File: config.mk
export PLATFORM = sky130hd
export DESIGN_NAME = ws2812_spi_bit_encoder_top_flat
export DESIGN_NICKNAME = d
export VERILOG_FILES = /design/src/sv/ws2_pkg.sv /design/src/sv/ws2_if.sv /design/src/sv/ws2812_spi_bit_encoder_top.sv /design/src/sv/ws2_lane.sv /design/src/sv/ws2_packer.sv /design/src/flat_wrapper.sv
export SDC_FILE = /design/constraint.sdc
export NUM_CORES = 1
export LEC_CHECK = 0
export ABC_AREA = 1
export BUFFER_PORTS_ARGS = -buffer_cell sky130_fd_sc_hd__buf_4
export CELL_PAD_IN_SITES_DETAIL_PLACEMENT = 2
export CELL_PAD_IN_SITES_GLOBAL_PLACEMENT = 2
export CORE_ASPECT_RATIO = 1.1
export CORE_MARGIN = 4
export CORE_UTILIZATION = 25
export CTS_BUF_LIST = sky130_fd_sc_hd__clkbuf_2
export DETAILED_ROUTE_END_ITERATION = 8
export GPL_ROUTABILITY_DRIVEN = 0
export PLACE_DENSITY_LB_ADDON = 0.1
export SYNTH_ARGS = -nofsm -noshare
export SYNTH_HDL_FRONTEND = slang
export SYNTH_SLANG_ARGS = --single-unit
File: constraint.sdc
create_clock -name clk -period 6.9 [get_ports clk]
set_clock_uncertainty 0.2 [all_clocks]
set_input_delay 1.38 -clock clk [delete_from_list [all_inputs] [get_ports clk]]
set_output_delay 1.38 -clock clk [all_outputs]
set_load 0.005 [all_outputs]
File: src/sv/ws2_pkg.sv
// Shared types and constants for the WS2812 SPI bit encoder.
`timescale 1ns / 1ps

package ws2_pkg;

  localparam int WORD_W    = 16;
  localparam int BYTE_W    = 8;
  localparam int LANE_W    = 3 * BYTE_W;
  localparam int LINE_W    = 3 * LANE_W;
  localparam int PEND_W    = WORD_W - 1;
  localparam int PCNT_W    = $clog2(WORD_W);
  localparam int STREAM_W  = PEND_W + LINE_W;
  localparam int MAX_WORDS = 5;
  localparam int CNT_W     = $clog2(MAX_WORDS + 1);
  localparam int KIND_W    = 2;

  localparam logic [WORD_W-1:0] ZERO_WORD = 16'h0000;

  typedef enum logic [KIND_W-1:0] {
    KIND_START = 2'd0,
    KIND_PIXEL = 2'd1,
    KIND_END   = 2'd2
  } kind_t;

  typedef struct packed {
    logic              valid;
    logic [KIND_W-1:0] kind;
    logic [LINE_W-1:0] line;
  } stage_t;

endpackage

File: src/sv/ws2_if.sv
// Handshake interfaces for pixel input and line word output.
`timescale 1ns / 1ps

interface ws2_pix_if
  import ws2_pkg::*;
  ();
  logic              valid;
  logic              ready;
  logic [KIND_W-1:0] kind;
  logic [BYTE_W-1:0] green;
  logic [BYTE_W-1:0] red;
  logic [BYTE_W-1:0] blue;

  modport source (output valid, kind, green, red, blue, input ready);
  modport sink   (input valid, kind, green, red, blue, output ready);
endinterface

interface ws2_word_if
  import ws2_pkg::*;
  ();
  logic              valid;
  logic              ready;
  logic [WORD_W-1:0] word;
  logic              last;

  modport source (output valid, word, last, input ready);
  modport sink   (input valid, word, last, output ready);
endinterface

File: src/sv/ws2812_spi_bit_encoder_top.sv
// Top level of the WS2812 SPI bit encoder: input stage, three color lanes, word packer.
`timescale 1ns / 1ps

// Takes frame start, pixel and frame end transactions and produces 16-bit
// line words for an SPI serializer, first line bit in bit 15. Each pixel
// data bit becomes 110 (one) or 100 (zero); green, red and blue lanes encode
// in parallel and the packer joins their 72 line bits with up to 8 bits
// held from the previous pixel. The output port delivers one word per
// cycle while out.ready is high; a pixel gives 4 or 5 words, a frame start
// 1 and a frame end 1 or 2; the word queue in the packer sets this rate.
// A transaction's first word passes the input register and then the word
// queue on its way out. An input register takes the next transaction while
// the queue still drains. Kind 3 is consumed without producing words. The
// last flag marks the final word of each input transaction.

module ws2812_spi_bit_encoder_top
  import ws2_pkg::*;
(
  input  logic       clk,
  input  logic       rst,
  ws2_pix_if.sink    pix,
  ws2_word_if.source line
);

  stage_t            stage;
  logic              stage_ready;
  logic [LANE_W-1:0] green_line;
  logic [LANE_W-1:0] red_line;
  logic [LANE_W-1:0] blue_line;

  ws2_lane u_green (.data(pix.green), .line(green_line));
  ws2_lane u_red   (.data(pix.red),   .line(red_line));
  ws2_lane u_blue  (.data(pix.blue),  .line(blue_line));

  assign pix.ready = !stage.valid || stage_ready;

  always_ff @(posedge clk) begin
    if (rst) begin
      stage.valid <= 1'b0;
    end else if (pix.ready) begin
      stage.valid <= pix.valid;
    end
    if (pix.ready && pix.valid) begin
      stage.kind <= pix.kind;
      stage.line <= {green_line, red_line, blue_line};
    end
  end

  ws2_packer u_packer (
    .clk         (clk),
    .rst         (rst),
    .stage       (stage),
    .stage_ready (stage_ready),
    .out         (line)
  );

endmodule

File: src/sv/ws2_lane.sv
// One color lane: expands a data byte into 24 line bits, 110 for one, 100 for zero.
`timescale 1ns / 1ps

module ws2_lane
  import ws2_pkg::*;
(
  input  logic [BYTE_W-1:0] data,
  output logic [LANE_W-1:0] line
);

  always_comb begin
    for (int i = 0; i < BYTE_W; i++) begin
      line[3*i+2] = 1'b1;
      line[3*i+1] = data[i];
      line[3*i]   = 1'b0;
    end
  end

endmodule

File: src/sv/ws2_packer.sv
// Merge stage: joins held bits with lane output and queues the finished words.
`timescale 1ns / 1ps

module ws2_packer
  import ws2_pkg::*;
(
  input  logic         clk,
  input  logic         rst,
  input  stage_t       stage,
  output logic         stage_ready,
  ws2_word_if.source   out
);

  logic [PEND_W-1:0]   pend;
  logic [PEND_W-1:0]   pend_next;
  logic [PCNT_W-1:0]   pcnt;
  logic [PCNT_W-1:0]   pcnt_next;
  logic [WORD_W-1:0]   words [MAX_WORDS];
  logic [WORD_W-1:0]   new_words [MAX_WORDS];
  logic [CNT_W-1:0]    cnt;
  logic [CNT_W-1:0]    new_cnt;
  logic [STREAM_W-1:0] aligned;
  logic [WORD_W-1:0]   flush_word;
  logic [PCNT_W-1:0]   shamt;
  logic                pop;
  logic                load;

  assign pop         = out.valid && out.ready;
  assign stage_ready = (cnt == '0) || ((cnt == CNT_W'(1)) && out.ready);
  assign load        = stage.valid && stage_ready;
  assign out.valid   = (cnt != '0);
  assign out.word    = words[0];
  assign out.last    = (cnt == CNT_W'(1));

  assign shamt      = PCNT_W'(PEND_W) - pcnt;
  assign aligned    = {pend, stage.line} << shamt;
  assign flush_word = {pend, 1'b0} << shamt;

  always_comb begin
    pend_next = pend;
    pcnt_next = pcnt;
    new_cnt   = '0;
    for (int i = 0; i < MAX_WORDS; i++) begin
      new_words[i] = ZERO_WORD;
    end
    unique case (kind_t'(stage.kind))
      KIND_START: begin
        pend_next = '0;
        pcnt_next = '0;
        new_cnt   = CNT_W'(1);
      end
      KIND_PIXEL: begin
        for (int i = 0; i < MAX_WORDS; i++) begin
          new_words[i] = aligned[STREAM_W-1-WORD_W*i -: WORD_W];
        end
        new_cnt   = pcnt[PCNT_W-1] ? CNT_W'(MAX_WORDS) : CNT_W'(MAX_WORDS - 1);
        pcnt_next = pcnt ^ PCNT_W'(WORD_W / 2);
        pend_next = stage.line[PEND_W-1:0];
      end
      KIND_END: begin
        pend_next = '0;
        pcnt_next = '0;
        if (pcnt != '0) begin
          new_words[0] = flush_word;
          new_cnt      = CNT_W'(2);
        end else begin
          new_cnt = CNT_W'(1);
        end
      end
      default: begin
        new_cnt = '0;
      end
    endcase
  end

  always_ff @(posedge clk) begin
    if (rst) begin
      pend <= '0;
      pcnt <= '0;
      cnt  <= '0;
    end else if (load) begin
      pend <= pend_next;
      pcnt <= pcnt_next;
      cnt  <= new_cnt;
    end else if (pop) begin
      cnt <= cnt - CNT_W'(1);
    end
  end

  always_ff @(posedge clk) begin
    if (load) begin
      for (int i = 0; i < MAX_WORDS; i++) begin
        words[i] <= new_words[i];
      end
    end else if (pop) begin
      for (int i = 0; i < MAX_WORDS - 1; i++) begin
        words[i] <= words[i+1];
      end
      words[MAX_WORDS-1] <= ZERO_WORD;
    end
  end

`ifndef SYNTHESIS
  a_cnt_bound: assert property (@(posedge clk) disable iff (rst)
    cnt <= CNT_W'(MAX_WORDS))
    else $error("word queue overfilled");

  a_pixel_words: assert property (@(posedge clk) disable iff (rst)
    load && (stage.kind == KIND_PIXEL) |=>
      (cnt == CNT_W'(MAX_WORDS)) || (cnt == CNT_W'(MAX_WORDS - 1)))
    else $error("pixel did not queue four or five words");

  a_start_word: assert property (@(posedge clk) disable iff (rst)
    load && (stage.kind == KIND_START) |=>
      (cnt == CNT_W'(1)) && (words[0] == ZERO_WORD) && (pcnt == '0))
    else $error("frame start did not queue one zero word");

  a_load_when_free: assert property (@(posedge clk) disable iff (rst)
    load |-> (cnt == '0) || (pop && (cnt == CNT_W'(1))))
    else $error("queue reloaded while words remain");
`endif

endmodule
File: src/flat_wrapper.sv
// flat-port wrapper written by rule: the top's interface ports become plain ports
module ws2812_spi_bit_encoder_top_flat import ws2_pkg::*;
  (clk, rst, pix_valid, pix_kind, pix_green, pix_red, pix_blue, pix_ready, line_valid, line_word, line_last, line_ready);
  ws2_pix_if pix_i ();
  ws2_word_if line_i ();
  input  logic clk;
  input  logic rst;
  input wire logic [$bits(pix_i.valid)-1:0] pix_valid;
  input wire logic [$bits(pix_i.kind)-1:0] pix_kind;
  input wire logic [$bits(pix_i.green)-1:0] pix_green;
  input wire logic [$bits(pix_i.red)-1:0] pix_red;
  input wire logic [$bits(pix_i.blue)-1:0] pix_blue;
  output wire logic [$bits(pix_i.ready)-1:0] pix_ready;
  output wire logic [$bits(line_i.valid)-1:0] line_valid;
  output wire logic [$bits(line_i.word)-1:0] line_word;
  output wire logic [$bits(line_i.last)-1:0] line_last;
  input wire logic [$bits(line_i.ready)-1:0] line_ready;
  assign pix_i.valid = pix_valid;
  assign pix_i.kind = pix_kind;
  assign pix_i.green = pix_green;
  assign pix_i.red = pix_red;
  assign pix_i.blue = pix_blue;
  assign pix_ready = pix_i.ready;
  assign line_valid = line_i.valid;
  assign line_word = line_i.word;
  assign line_last = line_i.last;
  assign line_i.ready = line_ready;
  ws2812_spi_bit_encoder_top u_core (.clk(clk), .rst(rst), .pix(pix_i), .line(line_i));
endmodule
==> Yosys cells after proc, flatten, opt, wreduce, memory -nomap -nowiden <==
Memories as Yosys holds them, arrays and structs flattened.
Cells that the tools add are included.
{ "classes": {"addsub": 2, "n_eq_ne": 3, "shift": 2, "mux": 20, "n_bitwise": 7, "n_reduce_logical": 16} }
{ "op_table": {"columns": ["op", "n"], "rows": [
  ["$mux W16", 6],
  ["$shl A87 B4 Y87", 1],
  ["$mux W64", 1],
  ["$pmux W16 S2", 1],
  ["$pmux W15 S2", 1],
  ["$shl A16 B4 Y16", 1],
  ["$pmux W3 S3", 1],
  ["$pmux W4 S2", 1],
  ["$mux W1", 6],
  ["$mux W3", 2],
  ["$or A1 B1 Y1", 5],
  ["$logic_and A1 B1 Y1", 4],
  ["$reduce_bool A2 Y1", 2],
  ["$reduce_bool A4 Y1", 1],
  ["$sub A4 B4 Y4 const A", 1],
  ["$eq A3 B1 Y1 const B", 1],
  ["$logic_not A3 Y1", 1],
  ["$reduce_and A3 Y1", 1],
  ["$reduce_bool A3 Y1", 1],
  ["$sub A3 B1 Y3 const B", 1],
  ["$eq A2 B1 Y1 const B", 1],
  ["$eq A2 B2 Y1 const B", 1],
  ["$logic_not A2 Y1", 1],
  ["$logic_or A1 B1 Y1", 2],
  ["5 further kinds", 6]
]} }
{ "totals": {"register_bits": 49, "ramBits": 80, "in_bits": 30, "elab_cells": 58, "memories": 1} }
{ "memory_table": {"columns": ["memory", "words", "width", "rd", "rd_ports_with_merged_regs", "write_ports", "line", "rtl"], "rows": [
  ["u_core.u_packer.words", 5, 16, 5, 0, 5, "ws2_packer.sv:18", "logic [WORD_W-1:0] words [MAX_WORDS];"]
]} }

==> Depth between registers and ports, before layout <==
{ "depth": {"depth_word": 7, "depth_mapped": 10} }

==> Hierarchy <==
A second synthesis with hierarchy kept.
{ "hier_totals": {"hier_cells": 740, "area_unflattened_um2": 8023.9} }
{ "by_module_without_submodules": {"columns": ["mod", "instances", "cells_each", "area_per_inst_um2"], "rows": [
  ["ws2_packer", 1, 582, 5191.2],
  ["ws2812_spi_bit_encoder_top", 1, 80, 2269.7],
  ["ws2_lane", 3, 26, 187.7]
]} }

==> Worst setup path after synthesis <==
OpenSTA, ideal clock, no wires.
{ "synth_timing": {"path_type": "register to register", "startpoint": "reg u_core.u_packer.cnt[0]", "endpoint": "reg u_core.u_packer.cnt[0]", "setup_time_ns": 0.057, "arrival_time_ns": 4.715, "t_required_ns": 6.643, "slack_ns": 1.928, "stages_incl_launch_ff": 9, "n_path_buf": 0, "cell_sequence": "dfxtp_1 > inv_1 > ha_1 > nand2_4 > o21ai_1 > o21ai_0 > inv_1 > nand2_1 > inv_1"} }
{ "synth_via": {"word_cells_on_any_way": 11, "classes_between": "add/sub: 1; eq/ne: 1; mux: 2; reduce/logical: 7"} }
{ "synth_lines": {"columns": ["item", "line", "rtl"], "rows": [
  ["start: declaration", "ws2_packer.sv:20", "logic [CNT_W-1:0] cnt;"],
  ["start signal: assignment", "ws2_packer.sv:84", "cnt <= new_cnt;"],
  ["start signal: assignment", "ws2_packer.sv:86", "cnt <= cnt - CNT_W'(1);"],
  ["$reduce_bool A3 Y1", "ws2_packer.sv:31", "assign out.valid = (cnt != '0);"],
  ["net line_valid", "flat_wrapper.sv:14", "output wire logic [$bits(line_i.valid)-1:0] line_valid;"],
  ["$logic_and A1 B1 Y1", "ws2_packer.sv:28", "assign pop = out.valid && out.ready;"],
  ["$reduce_bool A2 Y1 (no line)", null, null]
]} }
The timed path passes the listed nets, and every way through them passes these cells. The select of a mux whose other input is x is not followed.
A chain may end at the register's enable or synchronous reset.

==> Final worst setup path <==
{ "layout_timing": {"startpoint": "in line_ready", "endpoint": "out pix_ready"} }
{ "layout_via": {"elab_chain_len": 3} }
{ "layout_lines": {"columns": ["item", "line", "rtl"], "rows": [
  ["start: declaration", "flat_wrapper.sv:17", "input wire logic [$bits(line_i.ready)-1:0] line_ready;"],
  ["$logic_and A1 B1 Y1", "ws2_packer.sv:29", "assign stage_ready = (cnt == '0) || ((cnt == CNT_W'(1)) && out.ready);"],
  ["$logic_or A1 B1 Y1", "ws2_packer.sv:29", null],
  ["$logic_or A1 B1 Y1", "ws2812_spi_bit_encoder_top.sv:35", "assign pix.ready = !stage.valid || stage_ready;"],
  ["end: declaration", "flat_wrapper.sv:13", "output wire logic [$bits(pix_i.ready)-1:0] pix_ready;"]
]} }
No other way between the ends.

==> metrics <==
gr ovfl total=0; fraction of layout instances using a drive strength above 1=around 16%; Synth Area in XOR/XNOR=0.183%; most common cell in the netlist=nand2_1; Setup violations, final=0; commonest cells in the synthesized netlist=134 x nand2_1, 103 x edfxtp_1, 35 x inv_1; GRT Total Usage=10.9%; Clock Pin Slew Worst Setup and Hold Paths=0.31 ns; CTS tree=built; ys async rst share=0%; Design Area, Final=5410 sq um; worst min path class=reg2reg; yosys warns=0; Avg WL per Cell=15.6 um; worst path arrival time=1.87 ns; CP max FO=3; CTS Hold Bufs=0; largest family of logic cells by synthesized area=simple AND/OR/NAND/NOR gates; complex-gate fraction of the synthesized area=4.51%; Num Clock Sinks=roughly 110; synthesized area=4780 sq um; Setup TNS=0 ns; CTS root buffer=clkbuf_2; Iter 0 DRT Violations=between 100 and 150; Post-Route WL=about 11000 um; Max VDD drop=around 0.25 mV; largest area contributor in the netlist=edfxtp_1; Gate Count Post-Synth=432; clock latency at the later pin of the worst-skew pair=0.65 ns; synth unique cells=24; unrepaired setup endpoints after global routing=no; most common flop cell mapped by yosys=edfxtp_1; Crit path required time=5.32 ns; nets@finish=499; core region area=18600 sq um; Post-Syn Nets=470; PostCTS Resize Cnt=0; # rows=52; vias in the first global route=3349; Final ANT Viol Nets=0; fmax=290 MHz; Comb pwr share=29.6%; kind of critical path=in2out; vias per inst=4.22; vias after detailed routing=2996; Pleak=2.29 nW; post-route minimum period=3.45 ns; Sw Pwr=0.767 mW; first-pass GRT wire length=18200 um; top post-synthesis cells by area=edfxtp_1 65%, nand2_1 11%, dfxtp_1 3.8%, buf_4 3.8%, inv_1 2.8%; Max-slew headroom=between 20% and 30%; #FFs+latches synth=112; # IOs=49; Post-synth EDFFs=between 100 and 150; initial antenna violation count=2; # Post-CTS Setup Buffers=0; number of port buffers=48; Post-Synth Simple-Gate Area=16.9%; mux cell area share after synthesis=0%; post-synthesis adder-cell area fraction=2.10%; Tcrit/Tclk final=~50%; Pint=1.48 mW; largest net degree at the start of global routing=between 80 and 90; 1st-pass router iterations=4; startpoint types=input pin; status=complete, no violations; crit end category=primary output; Chip Height=153 um; H-tree Lvls=3; Die Wd=140 um; max-slew violation count=0; Seq/Total Area, Yosys=68.5%; Sequential Power Share=between 50% and 60%; Hold WS=approximately 0.33 ns; placed inst area=5250 sq um; Final Hold Viols=0; cts bufs inserted=9; Worst Tran Pin Value=1.08 ns; Sw Share=34.1%; Area growth syn-to-layout=13.3%; HPWL after DPL=7070 um; clock tree buffer depth=2; Initial Util=25.7%; Syn Area/Cell=about 11 sq um; drc violations=0; top cell type's share of synthesized area=64.8%; Cell Pwr Density=415 nW/um^2; die area=21400 sq um; Clk network pwr share=16.6%; number of max-cap violations=0
==> layer usage <==
metal  routed length [um]  up-vias  global-route usage [%]  share of wire (%)
met5                    0        -                       0                  0
met4                  189        0                    4.01                1.7
met3                  324       15                    2.59                2.9
met2                 5400       39                    18.3                 49
met1                 5170     1472                    13.7                 47
li1                     -     1470                       -                  -
==> metrics by stage <==
| step | util, % | std cells | worst slack [ns] | total power [mW] |
|---|---|---|---|---|
| final | 29.1 | 710 | 3.45 | 2.25 |
| after global routing | 29.1 | 710 | 3.39 | 2.43 |
| after CTS | 29.0 | 708 | 3.44 | 2.31 |
| after detailed placement | 28.2 | 693 | 3.32 | 1.93 |
| after global placement | 28.2 | 693 | 3.36 | 1.92 |
| after floorplan | - | 432 | 1.93 | 1.73 |
==> layout by cell type (no fill, tap or decap) <==
cell type  instances
nand2_1          134
edfxtp_1         103
buf_4             51
inv_1             35
nor2_1            30
nand3_1           17
o21ai_1           17
o21ai_0           14
a21oi_1           11
clkbuf_2           9
dfxtp_1            9
ha_1               8
nand4_1            6
inv_2              3
nand2_4            3
clkinv_1           3
bufinv_16          3
diode_2            2
nand2_2            2
o21ai_4            1
nand3_2            1
nor2_2             1
xnor2_1            1
or2_2              1
inv_6              1
conb_1             1
==> flip-flops by register name (all words and copies together) (netlist names) <==
name / count
u_core.u_packer.pcnt: 1
u_core.stage: 27
u_core.u_packer.cnt: 3
u_core.u_packer.pend: 4
u_core.u_packer.words: 77
==> worst paths after layout <==
check,start,endpoint,slack [ns],depth (start not counted)
setup reg to reg,u_core.u_packer.cnt[0]$_SDFFE_PP0P_,u_core.u_packer.words[0][63]$_DFFE_PP_,4.11,9
setup / recovery,line_ready,pix_ready,3.45,4
hold / removal,u_core.u_packer.words[0][74]$_SDFFCE_PP0P_,u_core.u_packer.words[0][58]$_DFFE_PP_,0.33,2
hold reg to reg,u_core.u_packer.words[0][74]$_SDFFCE_PP0P_,u_core.u_packer.words[0][58]$_DFFE_PP_,0.33,2
==> power groups by stage <==
stage,Sequential (mW),Combinational [mW],Clock [mW]
floorplan,1.23,0.501,0
global placement,1.23,0.687,0
detailed placement,1.23,0.700,0
CTS,1.21,0.702,0.399
global route,1.24,0.770,0.421
finish,1.21,0.665,0.373
==> area by class of cell <==
type,instances,area (sq um)
fillers,2081,13200
flip-flops and latches,112,3270
multi-input cells,248,1150
repair buffers,51,383
well taps,243,304
inverters,39,146
clock inverters,6,106
clock buffers,9,45.0
diodes,2,5.00
==> cell families after synthesis <==
kind of cell,after synthesis
AO/OA/AOI/OAI,43
XOR/XNOR,1
adder cells (fa/ha/maj),8
buffers and inverters,72
flip-flops,112
other,1
AND/OR/NAND/NOR,195
==> critical path, cell delays in order <==
cell	delay (ns)
buf_4	0.12
nand3_2	0.09
nand3_1	0.11
buf_4	0.16
Note: power is estimated with default switching activity, not from simulation.
